File: src/rtl/set_assoc_lru_cache_sim_top_defines.svh
// Assertion macros for the cache simulator RTL.
`ifndef SET_ASSOC_LRU_CACHE_SIM_TOP_DEFINES_SVH
`define SET_ASSOC_LRU_CACHE_SIM_TOP_DEFINES_SVH

// Same-cycle implication, checked at every rising edge outside reset.
`define SALRU_ASSERT_NOW(name, ante, cons, msg) \
   name: assert property (@(posedge clock) disable iff (reset) (ante) |-> (cons)) \
      else $error(msg);

// Next-cycle implication, checked at every rising edge outside reset.
`define SALRU_ASSERT_NEXT(name, ante, cons, msg) \
   name: assert property (@(posedge clock) disable iff (reset) (ante) |=> (cons)) \
      else $error(msg);

`endif

File: src/rtl/salru_pkg.sv
`timescale 1ns / 1ps

package salru_pkg;

   localparam int CNT_W        = 32;
   localparam int AGE_W        = CNT_W;
   localparam int CSR_INDEX_W  = 2;
   localparam int CSR_DATA_W   = 6;
   localparam int SET_CFG_W    = 4;
   localparam int WAYS_CFG_W   = 4;
   localparam int OFFSET_CFG_W = 6;
   // Set bits plus offset bits, wide enough for the largest sum.
   localparam int SHIFT_W      = OFFSET_CFG_W + 1;

   typedef enum logic [1:0] {
      CMD_FETCH  = 2'd0,
      CMD_LOAD   = 2'd1,
      CMD_STORE  = 2'd2,
      CMD_MODIFY = 2'd3
   } cmd_type;

   typedef enum logic [CSR_INDEX_W-1:0] {
      CSR_SET_BITS    = 2'd0,
      CSR_WAYS        = 2'd1,
      CSR_OFFSET_BITS = 2'd2
   } csr_index_type;

   typedef struct packed {
      logic hit;
      logic miss;
      logic evict;
   } lookup_flags_type;

   typedef struct packed {
      logic             was_hit;
      logic             was_miss;
      logic             was_eviction;
      logic [CNT_W-1:0] hit_total;
      logic [CNT_W-1:0] miss_total;
      logic [CNT_W-1:0] eviction_total;
   } rsp_type;

   function automatic logic [CNT_W-1:0] sat_inc(input logic [CNT_W-1:0] v);
      return (v == {CNT_W{1'b1}}) ? v : v + CNT_W'(1);
   endfunction

endpackage

File: src/rtl/salru_lookup.sv
`timescale 1ns / 1ps

module salru_lookup #(
   parameter int MAX_WAYS  = 8,
   parameter int ADDR_BITS = 64
) (
   input  logic [MAX_WAYS-1:0]                          way_en,
   input  logic [MAX_WAYS-1:0]                          row_valid,
   input  logic [MAX_WAYS-1:0][salru_pkg::AGE_W-1:0]    row_age,
   input  logic [MAX_WAYS-1:0][ADDR_BITS-1:0]           row_tag,
   input  logic [ADDR_BITS-1:0]                         tag,
   output salru_pkg::lookup_flags_type                  flags,
   output logic [MAX_WAYS-1:0]                          new_valid,
   output logic [MAX_WAYS-1:0][salru_pkg::AGE_W-1:0]    new_age,
   output logic [MAX_WAYS-1:0][ADDR_BITS-1:0]           new_tag
);
   import salru_pkg::*;

   localparam int WAY_W  = (MAX_WAYS > 1) ? $clog2(MAX_WAYS) : 1;
   localparam int LVL    = $clog2(MAX_WAYS);
   localparam int TREE_N = 1 << LVL;

   logic             hit_any;
   logic [WAY_W-1:0] hit_way;
   logic             free_any;
   logic [WAY_W-1:0] free_way;
   logic [WAY_W-1:0] victim;
   logic [WAY_W-1:0] touched;

   logic             nd_present [0:LVL][0:TREE_N-1];
   logic [AGE_W-1:0] nd_age     [0:LVL][0:TREE_N-1];
   logic [WAY_W-1:0] nd_idx     [0:LVL][0:TREE_N-1];

   // Lowest matching way and lowest empty way; the loop runs downward so
   // that the lowest index is written last.
   always_comb begin
      hit_any  = 1'b0;
      hit_way  = '0;
      free_any = 1'b0;
      free_way = '0;
      for (int w = MAX_WAYS - 1; w >= 0; w--) begin
         if (way_en[w] && row_valid[w] && (row_tag[w] == tag)) begin
            hit_any = 1'b1;
            hit_way = WAY_W'(w);
         end
         if (way_en[w] && !row_valid[w]) begin
            free_any = 1'b1;
            free_way = WAY_W'(w);
         end
      end
   end

   // Oldest way by a pairwise tree. The right node wins only when the left is
   // absent or the right is strictly older, which keeps the lowest index on a tie.
   always_comb begin
      for (int l = 0; l <= LVL; l++) begin
         for (int i = 0; i < TREE_N; i++) begin
            nd_present[l][i] = 1'b0;
            nd_age[l][i]     = '0;
            nd_idx[l][i]     = '0;
         end
      end
      for (int i = 0; i < TREE_N; i++) begin
         if (i < MAX_WAYS) begin
            nd_present[0][i] = way_en[i];
            nd_age[0][i]     = row_age[i];
            nd_idx[0][i]     = WAY_W'(i);
         end
      end
      for (int l = 0; l < LVL; l++) begin
         for (int i = 0; i < (TREE_N >> (l + 1)); i++) begin
            if (nd_present[l][2*i+1] &&
                (!nd_present[l][2*i] || (nd_age[l][2*i+1] > nd_age[l][2*i]))) begin
               nd_present[l+1][i] = 1'b1;
               nd_age[l+1][i]     = nd_age[l][2*i+1];
               nd_idx[l+1][i]     = nd_idx[l][2*i+1];
            end else begin
               nd_present[l+1][i] = nd_present[l][2*i];
               nd_age[l+1][i]     = nd_age[l][2*i];
               nd_idx[l+1][i]     = nd_idx[l][2*i];
            end
         end
      end
      victim = nd_idx[LVL][0];
   end

   always_comb begin
      if (hit_any) begin
         touched = hit_way;
      end else if (free_any) begin
         touched = free_way;
      end else begin
         touched = victim;
      end

      flags.hit   = hit_any;
      flags.miss  = !hit_any;
      flags.evict = !hit_any && !free_any;

      for (int w = 0; w < MAX_WAYS; w++) begin
         new_valid[w] = row_valid[w];
         new_tag[w]   = row_tag[w];
         new_age[w]   = row_age[w];
         if (WAY_W'(w) == touched) begin
            new_valid[w] = 1'b1;
            new_tag[w]   = tag;
            new_age[w]   = '0;
         end else if (way_en[w]) begin
            new_age[w]   = sat_inc(row_age[w]);
         end
      end
   end

endmodule

File: config.mk
export PLATFORM = sky130hd
export DESIGN_NAME = salru_lookup
export DESIGN_NICKNAME = d
export VERILOG_FILES = /design/src/rtl/set_assoc_lru_cache_sim_top_defines.svh /design/src/rtl/salru_pkg.sv /design/src/rtl/salru_lookup.sv
export SDC_FILE = /design/constraint.sdc
export NUM_CORES = 2
export LEC_CHECK = 0
export ABC_AREA = 1
export BUFFER_PORTS_ARGS = -buffer_cell sky130_fd_sc_hd__clkbuf_2
export CAP_MARGIN = 20
export CORE_AREA = 2 2 629 631
export DETAILED_ROUTE_END_ITERATION = 8
export DIE_AREA = 0 0 631 633
export GPL_TIMING_DRIVEN = 1
export PLACE_DENSITY = 0.3
export SLEW_MARGIN = 0
export SYNTH_ARGS = -nofsm -noshare
export SYNTH_HDL_FRONTEND = slang
export SYNTH_SLANG_ARGS = --single-unit
File: constraint.sdc
create_clock -name vclk -period 12
set_input_delay 1.2 -clock vclk [all_inputs]
set_output_delay 1.2 -clock vclk [all_outputs]
set_load 0.1 [all_outputs]
Yosys cells after proc, flatten, opt, wreduce, memory -nomap -nowiden
Index checks and enable logic that the tools add are counted.

cells by class
  multipliers = 0
  reductions and logical operators = 57
  bitwise operators = 0
  $add $sub $neg = 8
  order comparisons = 7
  mux-type cells = 93
  equal/unequal tests = 23
  shift-type cells = 0
  div/mod/pow operators = 0

operators by type and width
  cell                                           number
  2-to-1 mux 32 bit                              30
  == test 64 bit                                 8
  2-to-1 mux 64 bit                              8
  adder 32 x 1 -> 32 bit, second input constant  8
  == test 32 bit, second input constant          8
  > comparator 32 bit                            7
  2-to-1 mux 3 bit                               21
  2-to-1 mux 1 bit                               34
  logical AND 1 bit                              32
  zero test 1 bit                                17
  == test 3 bit, first input constant            4
  logical OR 1 bit                               7
  == test 2 x 3 -> 1 bit, first input constant   2
  == test 1 x 3 -> 1 bit, first input constant   1
  zero test 3 bit                                1

storage, ports and cells
  ROM bits = 0
  memories kept = 0
  latch bits = 0
  output and inout bits = 779
  bits in registers = 0
  bits in writable memories = 0

Longest topological paths before layout
  word-level depth = 16
  gate-level depth with buffers = 62
  gate-level depth less buffers = 57

Worst setup path after synthesis
OpenSTA, ideal clock, no wires.

  path type = in2out
  from = in row_age[143] (netlist name)
  to = out new_age[225] (netlist name)
  arrival time = 7.909 ns
  path slack = 2.891 ns
  stages on the path = 54
  cells stage by stage = inv_1 -> ha_1 -> nand2_1 -> nor2_1 -> nand2_1 -> nor2_1 -> nand2_1 -> nand3_1 -> nand2_1 -> nand2_1 -> nand2_1 -> a21oi_1 -> clkbuf_1 -> clkinv_1 -> clkbuf_1 -> nand2_1 -> o21ai_0 -> ha_1 -> [18 not listed] -> a21oi_1 -> nand2_1 -> nand2_1 -> nand2_1 -> nand2_1 -> nand2_1 -> nand2_1 -> nand2_1 -> nand2_1 -> inv_1 -> o21ai_0 -> nand2_1 -> nand2_2 -> inv_2 -> nand4_1 -> inv_1 -> buf_2 -> nor2_1

RTL lines
  element          line                source
  start, declared  salru_lookup.sv:9   input logic [MAX_WAYS-1:0][salru_pkg::AGE_W-1:0] row_age,
  end, declared    salru_lookup.sv:14  output logic [MAX_WAYS-1:0][salru_pkg::AGE_W-1:0] new_age,

==> flow_results.xml <==
<?xml version="1.0" encoding="UTF-8"?>
<metrics>
  <group name="synthesis">
    <metric name="synthesis.yosys.warnings" unit="">0</metric>
    <metric name="syn-instance-count" unit="">7660</metric>
    <metric name="synthesis.area_per_instance" unit="µm²">4.77</metric>
    <metric name="mappedNetlistArea" unit="µm²">36500</metric>
    <metric name="syn-num-nets" unit="">8740</metric>
    <metric name="synth_sequential_area_ratio" unit="%">0</metric>
    <metric name="unique_cell_type_count_in_the_yosys_netlist" unit="">50</metric>
  </group>
  <group name="finish">
    <metric name="finish.cell_count_without_fillers" unit="">14400</metric>
    <metric name="multi_input_comb_area" unit="µm²">30800</metric>
    <metric name="final.clkbuf_count" unit="">0</metric>
    <metric name="syn_to_final_growth" unit="%">72.8</metric>
    <metric name="fillerInstances" unit="">46300</metric>
    <metric name="design.final.nets" unit="">10100</metric>
    <metric name="ff_latch_area" unit="µm²">0</metric>
    <metric name="finalInstanceArea" unit="µm²">63100</metric>
    <metric name="layout-drive-gt1-share" unit="%">21.9</metric>
    <metric name="numSequentialCells" unit="">0</metric>
  </group>
  <group name="power_and_ir_drop">
    <metric name="power.density" unit="nW/µm²">109</metric>
    <metric name="power.ir.vdd_worst" unit="µV">60.9</metric>
    <metric name="power_leakage" unit="nW">31.7</metric>
  </group>
  <group name="hold_path">
    <metric name="worstHoldPathType" unit="">input pin to primary output</metric>
  </group>
  <group name="detailed_routing">
    <metric name="dr.pass1.iters" unit="">6</metric>
    <metric name="route.detailed.drc" unit="">0</metric>
    <metric name="drt_iter0_drcs" unit="">8974</metric>
    <metric name="routed_via_density" unit="">4.55</metric>
    <metric name="antenna_violating_nets_post_route" unit="">0</metric>
    <metric name="routed_wire_length_per_instance" unit="µm">41.4</metric>
    <metric name="wl" unit="mm">597</metric>
    <metric name="via_count" unit="">65600</metric>
  </group>
  <group name="place">
    <metric name="post-dp-hpwl" unit="mm">518</metric>
    <metric name="placedInstanceArea" unit="µm²">62700</metric>
    <metric name="buffer_ports.inserted" unit="">1627</metric>
    <metric name="post-place-ws" unit="ns">0.500</metric>
    <metric name="post-place-cells" unit="">14300</metric>
    <metric name="place_congestion" unit="">1.06</metric>
  </group>
  <group name="critical_path">
    <metric name="worst_setup_path_end_kind" unit="">primary output</metric>
    <metric name="timing.critical_path.from_type" unit="">input pin</metric>
    <metric name="path_max_fanout" unit="">65</metric>
    <metric name="cp.buffers_inverters" unit="">10</metric>
    <metric name="cp_common_cell" unit="">nand2_1</metric>
    <metric name="cp.arrival" unit="ns">10.09</metric>
    <metric name="critical_path_rt" unit="ns">10.80</metric>
    <metric name="cpLargestDelayFamily" unit="">simple AND/OR/NAND/NOR gates</metric>
    <metric name="longest_individual_stage_delay_on_the_worst_path" unit="ns">0.90</metric>
    <metric name="critPathSlowestCell" unit="">o21ai_0</metric>
    <metric name="crit_type" unit="">input pin to primary output</metric>
  </group>
  <group name="sta">
    <metric name="post-route-period-util" unit="%">94.1</metric>
    <metric name="fin_tns_setup" unit="ns">0</metric>
    <metric name="worstMarginPinSlew" unit="ns">1.28</metric>
    <metric name="timing_hold_violations_final" unit="">0</metric>
    <metric name="setup-violations-final" unit="">0</metric>
    <metric name="layout_setup_ws" unit="ns">0.712</metric>
    <metric name="clock.fmax" unit="MHz">88.6</metric>
    <metric name="whs" unit="ns">2.81</metric>
    <metric name="report.final.slew_viol_count" unit="">0</metric>
    <metric name="rsz0062_at_grt" unit="">no</metric>
    <metric name="post-route-min-period" unit="ns">11.29</metric>
    <metric name="worst_slew_margin_rel" unit="%">13.7</metric>
  </group>
  <group name="global_routing">
    <metric name="gr-usage-met3" unit="%">6.98</metric>
    <metric name="grt_pass1_wl" unit="mm">729</metric>
    <metric name="maximum_number_of_pins_on_one_net_before_global_route_repair" unit="">141</metric>
    <metric name="grt.met2_usage" unit="%">44.3</metric>
    <metric name="number_of_global_route_vias_before_repair" unit="">59900</metric>
    <metric name="antenna_found_initial" unit="">269</metric>
    <metric name="grt.overflow.total" unit="">0</metric>
    <metric name="use_met1" unit="%">35.7</metric>
    <metric name="grt_use_total" unit="%">28.3</metric>
    <metric name="global_route.peak_usage_layer" unit="">met2</metric>
  </group>
  <group name="floorplan">
    <metric name="ios" unit="">1627</metric>
    <metric name="core_area" unit="µm²">392000</metric>
    <metric name="die_w" unit="µm">631</metric>
    <metric name="placement_rows" unit="">230</metric>
    <metric name="starting_density_of_the_core" unit="%">9.32</metric>
    <metric name="die_height" unit="µm">633</metric>
    <metric name="die_area" unit="µm²">399000</metric>
  </group>
  <group name="run">
    <metric name="drv_cap" unit="">0</metric>
  </group>
  <group name="outcome">
    <metric name="outcome" unit="">finished, final reports clean</metric>
  </group>
  <group name="cts">
    <metric name="cts_hold_buf" unit="">0</metric>
  </group>
</metrics>
-- logic make-up (layout without fill, tap and decap cells) --
group | Yosys count | count (layout) | synth area share, %
xor gates and xnor gates | 255 | 255 | 6.11
AOI/OAI and AO/OA | 807 | 807 | 12.0
other | 0 | 134 | 0
buffers and inverters | 1461 | 2861 | 16.0
adders and majority gates | 232 | 232 | 7.94
and+or+nand+nor | 4905 | 4905 | 57.9
-- repair_timing --
action	CTS	global route
resized for setup	0	4
setup buffers	0	4
setup endpoints to repair	0	440
-- cells in the mapped netlist, drive strengths merged (2+ instances only) --
cell        n  area (µm²)
clkinv      3        11.3
inv      1038        3900
nand3b     16         120
a221oi      2        17.5
buf       283        1440
o21ai     446        2230
nor3b      24         180
a31oi       4        25.0
a21o        8        60.1
a211oi      3        22.5
and3        5        31.3
o21a       10        75.1
nand3     570        2870
o21bai      8        60.1
ha        232        2900
nand2    2612        9820
o31ai       4        30.0
xor2      185        1620
nor3      210        1050
clkbuf    137         514
o2111ai     5        43.8
a21oi     147         751
nor4       77         482
xnor2      70         613
nor4b       3        26.3
nor2      854        3210
o22ai     165        1030
or3b        3        26.3
or2        60         375
nand4     468        2940
o211ai      2        15.0
-- final cells by class --
| type | count | area share (%) |
|---|---|---|
| inverter | 1041 | 6.20 |
| tap | 5220 | 10.3 |
| timing repair buffer | 1820 | 34.1 |
| multi-input combinational | 6199 | 48.9 |
| antenna | 134 | 0.531 |
-- report_power, final --
| group | internal (W) | switching (W) |
|---|---|---|
| combinational | 0.00181 | 0.00510 |
| sequential | 0 | 0 |
| clock | 0.0000000000836 | 0 |
-- worst paths after layout --
path / cells past startpoint / end / slack, ns / startpoint
setup / recovery: 48 / new_age[30] / 0.71 / row_age[249]
hold / removal: 4 / new_tag[409] / 2.81 / row_tag[409]
-- through the flow --
| stage | total power (W) | utilization, % |
|---|---|---|
| 4_1_cts | 0.00685 | 16.0 |
| 3_5_place_dp | 0.00684 | 16.0 |
| 2_1_floorplan | 0.00356 | - |
| 3_3_place_gp | 0.00687 | 16.0 |
| 6_report | 0.00690 | 16.1 |
| 5_1_grt | 0.00703 | 16.1 |
-- routing by layer --
metal / share of wire [%] / vias to the layer above
met5: 0.11 / -
li1: - / 27800
met2: 44 / 4062
met1: 41 / 32800
met4: 6.2 / 98
met3: 8.4 / 833
-- cell usage in the layout (no fill, tap or decap), types with 5 or more instances in the layout --
master and n:
nand2_1 2606, inv_1 962, clkbuf_2 851, nor2_1 849
buf_12 796, nand3_1 564, nand4_1 466, o21ai_0 430
ha_1 232, nor3_1 210, xor2_1 182, buf_4 169
o22ai_1 165, a21oi_1 142, diode_2 134, nor4_1 77
inv_2 75, xnor2_1 69, or2_2 58, nor3b_1 24
o21ai_1 16, nand3b_1 16, o21a_1 10, a21o_1 8
o21bai_1 8, and3_1 5, o2111ai_1 5
No activity file was read; power rests on OpenSTA's default activity.
